**config.mk**
```make
export PLATFORM = sky130hd
export DESIGN_NAME = lru_page_replacement_unit
export DESIGN_NICKNAME = d
export VERILOG_FILES = /design/src/rtl/core/lpru_pkg.sv /design/src/rtl/core/lpru_cell.sv /design/src/rtl/core/lru_page_replacement_unit.sv
export SDC_FILE = /design/constraint.sdc
export NUM_CORES = 1
export LEC_CHECK = 0
export BUFFER_PORTS_ARGS = -buffer_cell sky130_fd_sc_hd__buf_4
export CELL_PAD_IN_SITES_DETAIL_PLACEMENT = 1
export CELL_PAD_IN_SITES_GLOBAL_PLACEMENT = 1
export CORE_MARGIN = 4
export CORE_UTILIZATION = 45
export DETAILED_ROUTE_END_ITERATION = 8
export PLACE_DENSITY_LB_ADDON = 0.1
export SYNTH_ARGS = -nofsm -noshare
export SYNTH_HDL_FRONTEND = slang
export SYNTH_SLANG_ARGS = --single-unit
export TNS_END_PERCENT = 50
```
**constraint.sdc**
```tcl
create_clock -name clk_i -period 15.1 [get_ports clk_i]
set_input_delay 1.51 -clock clk_i [delete_from_list [all_inputs] [get_ports clk_i]]
set_output_delay 1.51 -clock clk_i [all_outputs]
set_load 0.01 [all_outputs]
```
**src/rtl/core/lpru_pkg.sv**
```systemverilog
// Package for the LRU page replacement unit: defaults, FSM states, cell control.
// Depends on nothing; used by lpru_cell and lru_page_replacement_unit.
`default_nettype none

package lpru_pkg;

  localparam int unsigned FRAMES_DEF    = 8;
  localparam int unsigned PAGE_BITS_DEF = 16;
  localparam int unsigned CFG_W         = 4;
  localparam int unsigned FIDX_W        = 3;
  localparam logic [CFG_W-1:0] CFG_RESET = 4'd8;

  typedef enum logic [1:0] {
    ST_IDLE,
    ST_SCAN,
    ST_UPDATE
  } lpru_state_e;

  typedef struct packed {
    logic upd;
    logic hit;
  } lpru_ctl_t;

endpackage

`default_nettype wire

```
**src/rtl/core/lpru_cell.sv**
```systemverilog
// One frame cell: resident page, recency rank, and one stage of the scan chain.
// Depends on lpru_pkg; instantiated by lru_page_replacement_unit.
`default_nettype none

module lpru_cell #(
  parameter int unsigned PAGE_BITS = lpru_pkg::PAGE_BITS_DEF,
  parameter int unsigned AGE_W     = 3,
  parameter int unsigned IDX_W     = 3,
  parameter int unsigned FILL_W    = 4,
  parameter int unsigned SLOT      = 0
) (
  input  wire                      clk_i,
  input  lpru_pkg::lpru_ctl_t      ctl_i,
  input  wire  [FILL_W-1:0]        filled_i,
  input  wire  [PAGE_BITS-1:0]     page_i,
  input  wire  [AGE_W-1:0]         oldest_age_i,
  input  wire  [IDX_W-1:0]         slot_i,
  input  wire  [AGE_W-1:0]         hit_age_i,
  input  wire                      prv_hit_i,
  input  wire  [IDX_W-1:0]         prv_hit_idx_i,
  input  wire  [AGE_W-1:0]         prv_hit_age_i,
  input  wire  [IDX_W-1:0]         prv_old_idx_i,
  input  wire  [PAGE_BITS-1:0]     prv_old_page_i,
  output logic                     nxt_hit_o,
  output logic [IDX_W-1:0]         nxt_hit_idx_o,
  output logic [AGE_W-1:0]         nxt_hit_age_o,
  output logic [IDX_W-1:0]         nxt_old_idx_o,
  output logic [PAGE_BITS-1:0]     nxt_old_page_o
);

  localparam logic [IDX_W-1:0]  MY_IDX  = IDX_W'(SLOT);
  localparam logic [FILL_W-1:0] MY_FILL = FILL_W'(SLOT);

  logic [PAGE_BITS-1:0] page_q, page_d;
  logic [AGE_W-1:0]     age_q, age_d;
  logic                 hit_q, hit_d;
  logic [IDX_W-1:0]     hit_idx_q, hit_idx_d;
  logic [AGE_W-1:0]     hit_age_q, hit_age_d;
  logic [IDX_W-1:0]     old_idx_q, old_idx_d;
  logic [PAGE_BITS-1:0] old_page_q, old_page_d;
  logic                 valid;
  logic                 match;
  logic                 oldest;
  logic                 sel;

  assign valid  = filled_i > MY_FILL;
  assign match  = valid && (page_q == page_i);
  assign oldest = valid && (age_q == oldest_age_i);
  assign sel    = slot_i == MY_IDX;

  // merge own compare into the word handed down the chain
  always_comb begin
    hit_d      = prv_hit_i | match;
    hit_idx_d  = match ? MY_IDX : prv_hit_idx_i;
    hit_age_d  = match ? age_q : prv_hit_age_i;
    old_idx_d  = oldest ? MY_IDX : prv_old_idx_i;
    old_page_d = oldest ? page_q : prv_old_page_i;
  end

  always_comb begin
    page_d = page_q;
    age_d  = age_q;
    if (ctl_i.upd) begin
      if (sel) begin
        age_d = '0;
        if (!ctl_i.hit) begin
          page_d = page_i;
        end
      end else if (valid && (!ctl_i.hit || (age_q < hit_age_i))) begin
        age_d = age_q + AGE_W'(1);
      end
    end
  end

  always_ff @(posedge clk_i) begin
    page_q     <= page_d;
    age_q      <= age_d;
    hit_q      <= hit_d;
    hit_idx_q  <= hit_idx_d;
    hit_age_q  <= hit_age_d;
    old_idx_q  <= old_idx_d;
    old_page_q <= old_page_d;
  end

  assign nxt_hit_o      = hit_q;
  assign nxt_hit_idx_o  = hit_idx_q;
  assign nxt_hit_age_o  = hit_age_q;
  assign nxt_old_idx_o  = old_idx_q;
  assign nxt_old_page_o = old_page_q;

endmodule

`default_nettype wire

```
**src/rtl/core/lru_page_replacement_unit.sv**
```systemverilog
// LRU page replacement unit: top level with control FSM and the row of frame cells.
// Depends on lpru_pkg and lpru_cell.
// Usage:
//   Present a page on page_number_i with start_i high while busy_o is low; the
//   word is taken at that clock edge. The reference then walks the row of
//   FRAMES cells, one cell per cycle, gathering the matching frame and the
//   least recently used frame, and the update state then writes pages and ranks.
//   The result is on hit_o, frame_index_o, evicted_o and evicted_page_o,
//   marked by done_o, which is high for exactly one cycle and is registered
//   from the update state. A new word may be started in the done_o cycle.
//   The receiver cannot stall: every result is delivered in its done_o cycle.
//   cfg_we_i with cfg_wdata_i writes frames_in_use (0 acts as 1, values above
//   FRAMES act as FRAMES); write it only while the unit is idle.
//   Reset empties all frames and sets frames_in_use to 8; the unit is idle and
//   ready at the first edge after reset is released.
`default_nettype none

module lru_page_replacement_unit #(
  parameter int unsigned FRAMES    = lpru_pkg::FRAMES_DEF,
  parameter int unsigned PAGE_BITS = lpru_pkg::PAGE_BITS_DEF
) (
  input  wire                          clk_i,
  input  wire                          rst_ni,
  input  wire                          start_i,
  output logic                         busy_o,
  input  wire  [PAGE_BITS-1:0]         page_number_i,
  input  wire                          cfg_we_i,
  input  wire  [lpru_pkg::CFG_W-1:0]   cfg_wdata_i,
  output logic                         done_o,
  output logic                         hit_o,
  output logic [lpru_pkg::FIDX_W-1:0]  frame_index_o,
  output logic                         evicted_o,
  output logic [PAGE_BITS-1:0]         evicted_page_o
);

  localparam int unsigned IDX_W  = (FRAMES > 1) ? $clog2(FRAMES) : 1;
  localparam int unsigned AGE_W  = IDX_W;
  localparam int unsigned FILL_W = $clog2(FRAMES + 1);
  localparam int unsigned CW     = (FILL_W > lpru_pkg::CFG_W) ? FILL_W : lpru_pkg::CFG_W;

  lpru_pkg::lpru_state_e       state_q, state_d;
  logic [IDX_W-1:0]            cnt_q, cnt_d;
  logic [FILL_W-1:0]           filled_q, filled_d;
  logic [lpru_pkg::CFG_W-1:0]  limit_q;
  logic [PAGE_BITS-1:0]        page_q;
  logic                        done_q;
  logic                        hit_q;
  logic [lpru_pkg::FIDX_W-1:0] fidx_q;
  logic                        evict_q;
  logic [PAGE_BITS-1:0]        evict_page_q;

  logic                        accept;
  logic                        upd;
  lpru_pkg::lpru_ctl_t         ctl;
  logic [CW-1:0]               cfg_ext;
  logic [CW-1:0]               lim;
  logic                        fill;
  logic                        evict;
  logic [IDX_W-1:0]            slot;
  logic [IDX_W+2:0]            slot_ext;
  logic [AGE_W-1:0]            oldest_age;

  logic                        hit_w      [FRAMES+1];
  logic [IDX_W-1:0]            hit_idx_w  [FRAMES+1];
  logic [AGE_W-1:0]            hit_age_w  [FRAMES+1];
  logic [IDX_W-1:0]            old_idx_w  [FRAMES+1];
  logic [PAGE_BITS-1:0]        old_page_w [FRAMES+1];

  assign accept = start_i && (state_q == lpru_pkg::ST_IDLE);

  always_comb begin
    state_d = state_q;
    cnt_d   = cnt_q;
    upd     = 1'b0;
    case (state_q)
      lpru_pkg::ST_IDLE: begin
        cnt_d = '0;
        if (start_i) begin
          state_d = lpru_pkg::ST_SCAN;
        end
      end
      lpru_pkg::ST_SCAN: begin
        cnt_d = cnt_q + IDX_W'(1);
        if (cnt_q == IDX_W'(FRAMES - 1)) begin
          state_d = lpru_pkg::ST_UPDATE;
        end
      end
      lpru_pkg::ST_UPDATE: begin
        upd     = 1'b1;
        state_d = lpru_pkg::ST_IDLE;
      end
      default: begin
        state_d = lpru_pkg::ST_IDLE;
      end
    endcase
  end

  assign cfg_ext    = CW'(limit_q);
  assign lim        = (cfg_ext == '0) ? CW'(1) :
                      (cfg_ext > CW'(FRAMES)) ? CW'(FRAMES) : cfg_ext;
  assign oldest_age = AGE_W'(filled_q - FILL_W'(1));
  assign fill       = !hit_w[FRAMES] && (CW'(filled_q) < lim);
  assign evict      = !hit_w[FRAMES] && !fill;
  assign slot       = hit_w[FRAMES] ? hit_idx_w[FRAMES] :
                      fill ? IDX_W'(filled_q) : old_idx_w[FRAMES];
  assign slot_ext   = {3'b000, slot};
  assign filled_d   = (upd && fill) ? filled_q + FILL_W'(1) : filled_q;

  assign ctl.upd = upd;
  assign ctl.hit = hit_w[FRAMES];

  assign hit_w[0]      = 1'b0;
  assign hit_idx_w[0]  = '0;
  assign hit_age_w[0]  = '0;
  assign old_idx_w[0]  = '0;
  assign old_page_w[0] = '0;

  for (genvar k = 0; k < FRAMES; k++) begin : g_cell
    lpru_cell #(
      .PAGE_BITS (PAGE_BITS),
      .AGE_W     (AGE_W),
      .IDX_W     (IDX_W),
      .FILL_W    (FILL_W),
      .SLOT      (k)
    ) u_cell (
      .clk_i          (clk_i),
      .ctl_i          (ctl),
      .filled_i       (filled_q),
      .page_i         (page_q),
      .oldest_age_i   (oldest_age),
      .slot_i         (slot),
      .hit_age_i      (hit_age_w[FRAMES]),
      .prv_hit_i      (hit_w[k]),
      .prv_hit_idx_i  (hit_idx_w[k]),
      .prv_hit_age_i  (hit_age_w[k]),
      .prv_old_idx_i  (old_idx_w[k]),
      .prv_old_page_i (old_page_w[k]),
      .nxt_hit_o      (hit_w[k+1]),
      .nxt_hit_idx_o  (hit_idx_w[k+1]),
      .nxt_hit_age_o  (hit_age_w[k+1]),
      .nxt_old_idx_o  (old_idx_w[k+1]),
      .nxt_old_page_o (old_page_w[k+1])
    );
  end

  always_ff @(posedge clk_i or negedge rst_ni) begin
    if (!rst_ni) begin
      state_q  <= lpru_pkg::ST_IDLE;
      cnt_q    <= '0;
      filled_q <= '0;
      limit_q  <= lpru_pkg::CFG_RESET;
      done_q   <= 1'b0;
    end else begin
      state_q  <= state_d;
      cnt_q    <= cnt_d;
      filled_q <= filled_d;
      done_q   <= upd;
      if (cfg_we_i) begin
        limit_q <= cfg_wdata_i;
      end
    end
  end

  always_ff @(posedge clk_i) begin
    if (accept) begin
      page_q <= page_number_i;
    end
    if (upd) begin
      hit_q        <= hit_w[FRAMES];
      fidx_q       <= slot_ext[lpru_pkg::FIDX_W-1:0];
      evict_q      <= evict;
      evict_page_q <= evict ? old_page_w[FRAMES] : '0;
    end
  end

  assign busy_o         = state_q != lpru_pkg::ST_IDLE;
  assign done_o         = done_q;
  assign hit_o          = hit_q;
  assign frame_index_o  = fidx_q;
  assign evicted_o      = evict_q;
  assign evicted_page_o = evict_page_q;

endmodule

`default_nettype wire

```
# Yosys cells after proc, flatten, opt, wreduce, memory -nomap -nowiden
# Cells that the tools add are included.
[classes]
add_sub_neg = 11
order_cmp = 18
n_eq_ne = 28
n_mux = 33
n_bitwise = 8
n_reduce_logical = 68
[op_table]
columns = ["cell", "count"]
rows = [
  ["16-bit equality test", 8],
  ["16-bit 2-to-1 mux", 7],
  ["3-bit 2-to-1 mux", 17],
  ["1-bit logical AND", 28],
  ["3-bit by 1-bit adder with 3-bit output, second input constant", 9],
  ["3-bit equality test", 8],
  ["3-bit less-than comparator", 8],
  ["3-bit AND reduction", 8],
  ["2-bit nonzero test", 10],
  ["2-bit AND reduction", 9],
  ["4-bit by 3-bit greater-than comparator with 1-bit output, second input constant", 4],
  ["3-bit equality test, second input constant", 5],
  ["4-bit by 1-bit greater-than comparator with 1-bit output, second input constant", 2],
  ["4-bit by 2-bit greater-than comparator with 1-bit output, second input constant", 2],
  ["1-bit logical OR", 8],
  ["4-bit 2-to-1 mux", 2],
  ["1-bit bitwise OR", 7],
  ["3-bit by 2-bit equality test with 1-bit output, second input constant", 2],
  ["3-bit one-hot mux with 2 select lines", 1],
  ["4-bit by 1-bit adder with 4-bit output, second input constant", 1],
  ["4-bit greater-than comparator, second input constant", 1],
  ["4-bit logical NOT", 1],
  ["4-bit less-than comparator", 1],
  ["2-bit 2-to-1 mux", 2],
  ["11 further kinds", 15],
]
[word_totals]
reg_bits = 405
input_bits = 24
out_inout_bits = 23
word_cells = 230

# Depth between registers and ports, before layout
[logic_depth]
depth_word = 10
ltp_mapped = 10
mapped_depth_nobuf = 9

# By module
# From an unflattened synthesis, not the netlist that was laid out.
[hier_totals]
cells_unflattened = 1062
area_unflattened_um2 = 15947.8
[by_module_without_submodules]
columns = ["mod", "n_inst", "cells_per_inst", "area_each_um2", "seq_area_each_um2"]
rows = [
  ["lpru_cell (g_cell[5].u_cell ...)", 2, 115, 1724.2, 1091.0],
  ["lru_page_replacement_unit", 1, 135, 2070.7, 1462.7],
  ["lpru_cell (g_cell[4].u_cell)", 1, 117, 1747.9, 1091.0],
  ["lpru_cell (g_cell[0].u_cell)", 1, 115, 1745.4, 1091.0],
  ["lpru_cell (g_cell[7].u_cell)", 1, 119, 1745.4, 1091.0],
  ["lpru_cell (g_cell[2].u_cell)", 1, 115, 1735.4, 1091.0],
  ["lpru_cell (g_cell[1].u_cell)", 1, 115, 1732.9, 1091.0],
  ["lpru_cell (g_cell[3].u_cell)", 1, 116, 1721.7, 1091.0],
]

# Least setup slack after synthesis
# No wires, ideal clock.
[synth_timing]
kind = "reg2reg"
from = "register limit_q (netlist bit cfg_ext[3])"
to = "register g_cell[4].u_cell.page_q[0], enable pin"
setup_time_ns = 0.478
arrival_ns = 4.368
t_required_ns = 14.622
setup_slack_ns = 10.254
path_stages_with_launch = 10
period_less_slack_ns = 4.846
cell_sequence = "dfstp_2 inv_1 ha_1 o211ai_1 a21oi_1 nor2_1 mux2_2 inv_2 clkbuf_1 a2111oi_0"
[synth_via]
elab_chain_len = 9
word_cells_on_any_way = 10
classes_between = "order compare: 2; eq/ne: 1; mux: 4; reduce/logical: 3"
[synth_lines]
columns = ["element", "line", "rtl"]
rows = [
  ["from (decl)", "lru_page_replacement_unit.sv:44", "logic [lpru_pkg::CFG_W-1:0] limit_q;"],
  ["from (signal assigned)", "lru_page_replacement_unit.sv:151", "limit_q <= lpru_pkg::CFG_RESET;"],
  ["from (signal assigned)", "lru_page_replacement_unit.sv:159", "limit_q <= cfg_wdata_i;"],
  ["4-bit greater-than comparator", "lru_page_replacement_unit.sv:100", "(cfg_ext > CW'(FRAMES)) ? CW'(FRAMES) : cfg_ext;"],
  ["4-bit 2-to-1 mux", "lru_page_replacement_unit.sv:100", ""],
  ["4-bit 2-to-1 mux (*)", "lru_page_replacement_unit.sv:99", "assign lim = (cfg_ext == '0) ? CW'(1) :"],
  ["4-bit less-than comparator (*)", "lru_page_replacement_unit.sv:102", "assign fill = !hit_w[FRAMES] && (CW'(filled_q) < lim);"],
  ["1-bit logical AND (*)", "lru_page_replacement_unit.sv:102", ""],
  ["3-bit 2-to-1 mux (*)", "lru_page_replacement_unit.sv:105", "fill ? IDX_W'(filled_q) : old_idx_w[FRAMES];"],
  ["3-bit 2-to-1 mux (*)", "lru_page_replacement_unit.sv:104", "assign slot = hit_w[FRAMES] ? hit_idx_w[FRAMES] :"],
  ["3-bit equality test (*)", "lpru_cell.sv:49", "assign sel = slot_i == MY_IDX;"],
  ["3-bit AND reduction (no line) (*)", "-", ""],
  ["to (signal assigned)", "lpru_cell.sv:76", "page_q <= page_d;"],
  ["to (decl)", "lpru_cell.sv:34", "logic [PAGE_BITS-1:0] page_q, page_d;"],
]
# Mark *: on every way between the ends. The rest lies on a longest branch, timed or not.
# A chain may end at the register's enable or synchronous reset.

# Worst setup path after layout
[layout_timing]
from = "register filled_q[0]"
to = "register g_cell[6].u_cell.page_q[13], enable pin"
[layout_via]
elab_chain_len = 6
[layout_lines]
columns = ["element", "line", "rtl"]
rows = [
  ["from (decl)", "lru_page_replacement_unit.sv:43", "logic [FILL_W-1:0] filled_q, filled_d;"],
  ["from (signal assigned)", "lru_page_replacement_unit.sv:156", "filled_q <= filled_d;"],
  ["4-bit less-than comparator", "lru_page_replacement_unit.sv:102", ""],
  ["1-bit logical AND", "lru_page_replacement_unit.sv:102", ""],
  ["3-bit 2-to-1 mux (*)", "lru_page_replacement_unit.sv:105", ""],
  ["3-bit 2-to-1 mux (*)", "lru_page_replacement_unit.sv:104", ""],
  ["3-bit equality test (*)", "lpru_cell.sv:49", ""],
  ["3-bit AND reduction (no line) (*)", "-", ""],
  ["to (signal assigned)", "lpru_cell.sv:76", ""],
  ["to (decl)", "lpru_cell.sv:34", ""],
]
# Marked as above.

==> flow_summary.json <==
{
  "hold_violations": 0,
  "synth_area_mm2": 0.0155,
  "cts_buffer_depth": 3,
  "insertion_delay_ns": 0.54,
  "syn-instance-count": 1075,
  "io_buffers": 46,
  "p_total_mw": 2.63,
  "rr_endpoint": "g_cell[6].u_cell.page_q[13]$_DFFE_PP_",
  "pwr-share-clk": 0.406,
  "nFillCells": 3272,
  "crit_family": "simple AND/OR/NAND/NOR gates",
  "p_leak_nw": 6.84,
  "cp-start-kind": "flop",
  "regArea_mm2": 0.00991,
  "seq_area_frac_synth": 0.640,
  "synth_top_area_frac": 0.366,
  "cts_num_sinks": 397,
  "worstRegToRegCells": 6,
  "power_frac_seq": 0.480,
  "top_usage_layer": "met2",
  "use_met3": 0.0297,
  "die_w_um": 194,
  "wirelength_um": 32100,
  "hpwl_um": 22900,
  "combPwrFrac": 0.114,
  "max_stage_delay_ns": 1.05,
  "synth_edf_count": 189,
  "endpoint": "g_cell[6].u_cell.page_q[13]$_DFFE_PP_",
  "cp_slowest_cell": "nor3_2",
  "post-place-cells": 1543,
  "row_count": 67,
  "initial_core_util": 0.459,
  "cts.htree.levels": 2,
  "wl_per_cell_um": 19.8,
  "cts_tree": "done",
  "core_mm2": 0.0338,
  "power_switching_mw": 0.633,
  "status": "finished, final reports clean",
  "synth_top_area_cell": "edfxtp_1",
  "nNetsFinal": 1198,
  "die-height_um": 194,
  "crit_type": "flop to flop",
  "path_buf_inv": 1,
  "p_sw_frac": 0.241,
  "grt_max_degree": 32,
  "ant_nets": 0,
  "gp_congestion": 0.816,
  "max_freq_mhz": 250,
  "finClkSkew_ns": 0.0150,
  "grt_pass1_wl_um": 51600,
  "antenna_found_initial": 0,
  "gr-total-overflow": 0,
  "clk_pin_slew_ns": 0.06,
  "grt_use_met2": 0.298,
  "period_needed_ns": 4.01,
  "p_int_mw": 2.00,
  "post-cts-setup-buffers": 0,
  "rsz0062_at_grt": "false",
  "postCtsHoldBufs": 0,
  "regToRegSetupSlack_ns": 11.09,
  "fin_ws_ns": 11.09,
  "antenna_cells": 0,
  "gr-usage-all-layers": 0.172,
  "regToRegStartpoint": "filled_q[0]$_DFFE_PN0P_",
  "cts_inserted_buffers": 43,
  "drtPass1Iterations": 4,
  "synth_warnings": 0,
  "areaGrowthSynthToFinish_pct": 14.6,
  "vias_per_cell": 5.03,
  "synth_seq_cells": 397,
  "post-route-period-util": 0.265,
  "power_density_mw_per_mm2": 148,
  "ys.flop_type": "dfxtp_1",
  "worstPathArrival_ns": 4.15,
  "cp_cell_sequence": "nor3_1, a21oi_1, nor2_1, mux2_2, inv_2, nor3_2",
  "required_ns": 15.25,
  "slew_headroom": 0.179,
  "drc_errors": 0,
  "cp-end-kind": "flop",
  "drive_above_1_share": 0.242,
  "yosys.cell_types.count": 54,
  "met1_usage": 0.223,
  "fin_hold_ws_ns": 0.401,
  "syn_nets": 1133,
  "max-cap-violations": 0,
  "critPathMaxFanout": 22,
  "synth.avg_cell_area_um2": 14.4,
  "worst_slew_pin_slew_ns": 1.22,
  "design.die.area_mm2": 0.0375,
  "setup_viol": 0,
  "multi_input_area_mm2": 0.00528,
  "synthTopCellsByArea": "edfxtp_1 37%, dfxtp_1 25%, mux2_2 7.4%, xnor2_1 5.3%, xor2_1 3.9%",
  "async_reset_ff_frac": 0.0353,
  "finalNonFillerCells": 1622,
  "worstSetupStartpoint": "filled_q[0]$_DFFE_PN0P_",
  "ctsResizeCount": 0,
  "grt_pass1_vias": 9025,
  "ir_drop_uv": 97.8,
  "cp_num_cells": 6,
  "cts_root_buf": "clkbuf_16",
  "hold_class": "flop to flop",
  "pre_cts_slack_ns": 11.15,
  "fin_tns_setup_ns": 0,
  "drtIter0Drc": 396,
  "slew_violations": 0,
  "vias": 8163,
  "ios": 47
}
## worst min-delay path by stage
| stage | from | end | slack, ns | depth (start not counted) |
|---|---|---|---|---|
| 6_report | g_cell[4].u_cell.nxt_hit_idx_o[0]$_SDFF_PP0_ | g_cell[5].u_cell.nxt_hit_idx_o[0]$_SDFF_PP1_ | 0.40 | 1 |
| 5_1_grt | g_cell[6].u_cell.nxt_old_idx_o[0]$_SDFF_PP0_ | g_cell[7].u_cell.nxt_old_idx_o[0]$_SDFF_PP1_ | 0.42 | 1 |
| 4_1_cts | g_cell[5].u_cell.nxt_old_idx_o[2]$_SDFF_PP1_ | g_cell[6].u_cell.nxt_old_idx_o[2]$_SDFF_PP1_ | 0.41 | 1 |
| 3_5_place_dp | g_cell[6].u_cell.nxt_old_idx_o[0]$_SDFF_PP0_ | g_cell[7].u_cell.nxt_old_idx_o[0]$_SDFF_PP1_ | 0.39 | 1 |
| 3_3_place_gp | g_cell[6].u_cell.nxt_old_idx_o[0]$_SDFF_PP0_ | g_cell[7].u_cell.nxt_old_idx_o[0]$_SDFF_PP1_ | 0.39 | 1 |
| 2_1_floorplan | g_cell[3].u_cell.nxt_hit_o$_DFF_P_ | g_cell[4].u_cell.nxt_hit_o$_DFF_P_ | 0.38 | 1 |
## synthesized netlist by cell type (8+ instances only)
master	count
buf_2	18
nand2_1	16
xor2_1	69
mux2_2	102
nor3_1	13
nor4_1	17
mux2_1	18
edfxtp_1	189
nand3_1	10
a21oi_1	33
or2_2	10
dfrtp_1	13
a21boi_0	8
ha_1	34
nand2b_1	27
nand4_1	16
nor2b_1	8
buf_6	10
o21ai_0	15
inv_1	10
and2_1	44
mux2_4	17
dfxtp_1	194
nor2_1	15
xnor2_1	94
clkbuf_1	10
## state kept, by name, summed over array words and instances, names as in the netlist
| register | flops |
|---|---|
| evicted_o | 1 |
| frame_index_o | 3 |
| filled_q | 4 |
| g_cell.u_cell.nxt_hit_age_o | 24 |
| hit_o | 1 |
| g_cell.u_cell.age_q | 24 |
| page_q | 16 |
| g_cell.u_cell.nxt_old_idx_o | 17 |
| g_cell.u_cell.nxt_old_page_o | 128 |
| g_cell.u_cell.nxt_hit_o | 8 |
| g_cell.u_cell.nxt_hit_idx_o | 17 |
| done_o | 1 |
| evicted_page_o | 16 |
| cnt_q | 3 |
| g_cell.u_cell.page_q | 128 |
| cfg_ext | 4 |
| state_q | 2 |
## layout by cell type, fill, tap and decap left out, drive strengths merged, types with 16 or more instances in the layout
master and instances:
nand2b 27, a21oi 33, xnor2 94, clkbuf 62, nand4 19, xor2 70
ha 34, nand2 16, mux2 137, dfxtp 194, buf 63, and2 44
nor4 20, edfxtp 189
## cells by family (layout without fill, tap and decap cells)
group | count (synthesis) | in the layout | synth area share
and+or+nand+nor | 196 | 196 | 0.0753
DFF | 397 | 397 | 0.640
buffers and inverters | 56 | 155 | 0.0211
muxes | 139 | 139 | 0.105
AOI/OAI and AO/OA | 89 | 89 | 0.0383
xor gates and xnor gates | 164 | 164 | 0.0932
adders and majority gates | 34 | 34 | 0.0275
## metal layers
layer	part of all wire	vias up	wire, µm
met1	0.44	4035	14100
met2	0.50	130	15900
met3	0.041	46	1310
li1	-	3952	-
met4	0.022	0	708
met5	0	-	0
## power by group through the flow
stage	registers [mW]	clock network (mW)	logic [mW]
after global routing	1.27	1.14	0.330
after detailed placement	1.29	0	0.296
final	1.26	1.07	0.299
after CTS	1.26	1.10	0.300
after global placement	1.28	0	0.290
after floorplan	1.26	0	0.222
## area by class of cell
type | count | share of cell area
Multi-Input combinational cell | 622 | 0.297
Timing Repair Buffer | 63 | 0.0266
Clock inverter | 17 | 0.00937
Inverter | 13 | 0.00275
Tap cell | 448 | 0.0316
Sequential cell | 397 | 0.558
Clock buffer | 62 | 0.0739
## metrics by stage
stage	instance area, µm²	util
6_report	17800	0.525
3_3_place_gp	16300	0.482
5_1_grt	17800	0.525
2_1_floorplan	15500	-
4_1_cts	17800	0.525
3_5_place_dp	16300	0.482
## worst reg2reg max path, delay by kind of cell, from the launching register on
family          cells  cell delay, ns
compound gates      1            0.23
simple gates        3            1.86
flops               1            0.66
mux                 1            0.54
buf+inv             1            0.31
No activity file was read; power rests on OpenSTA's default activity.
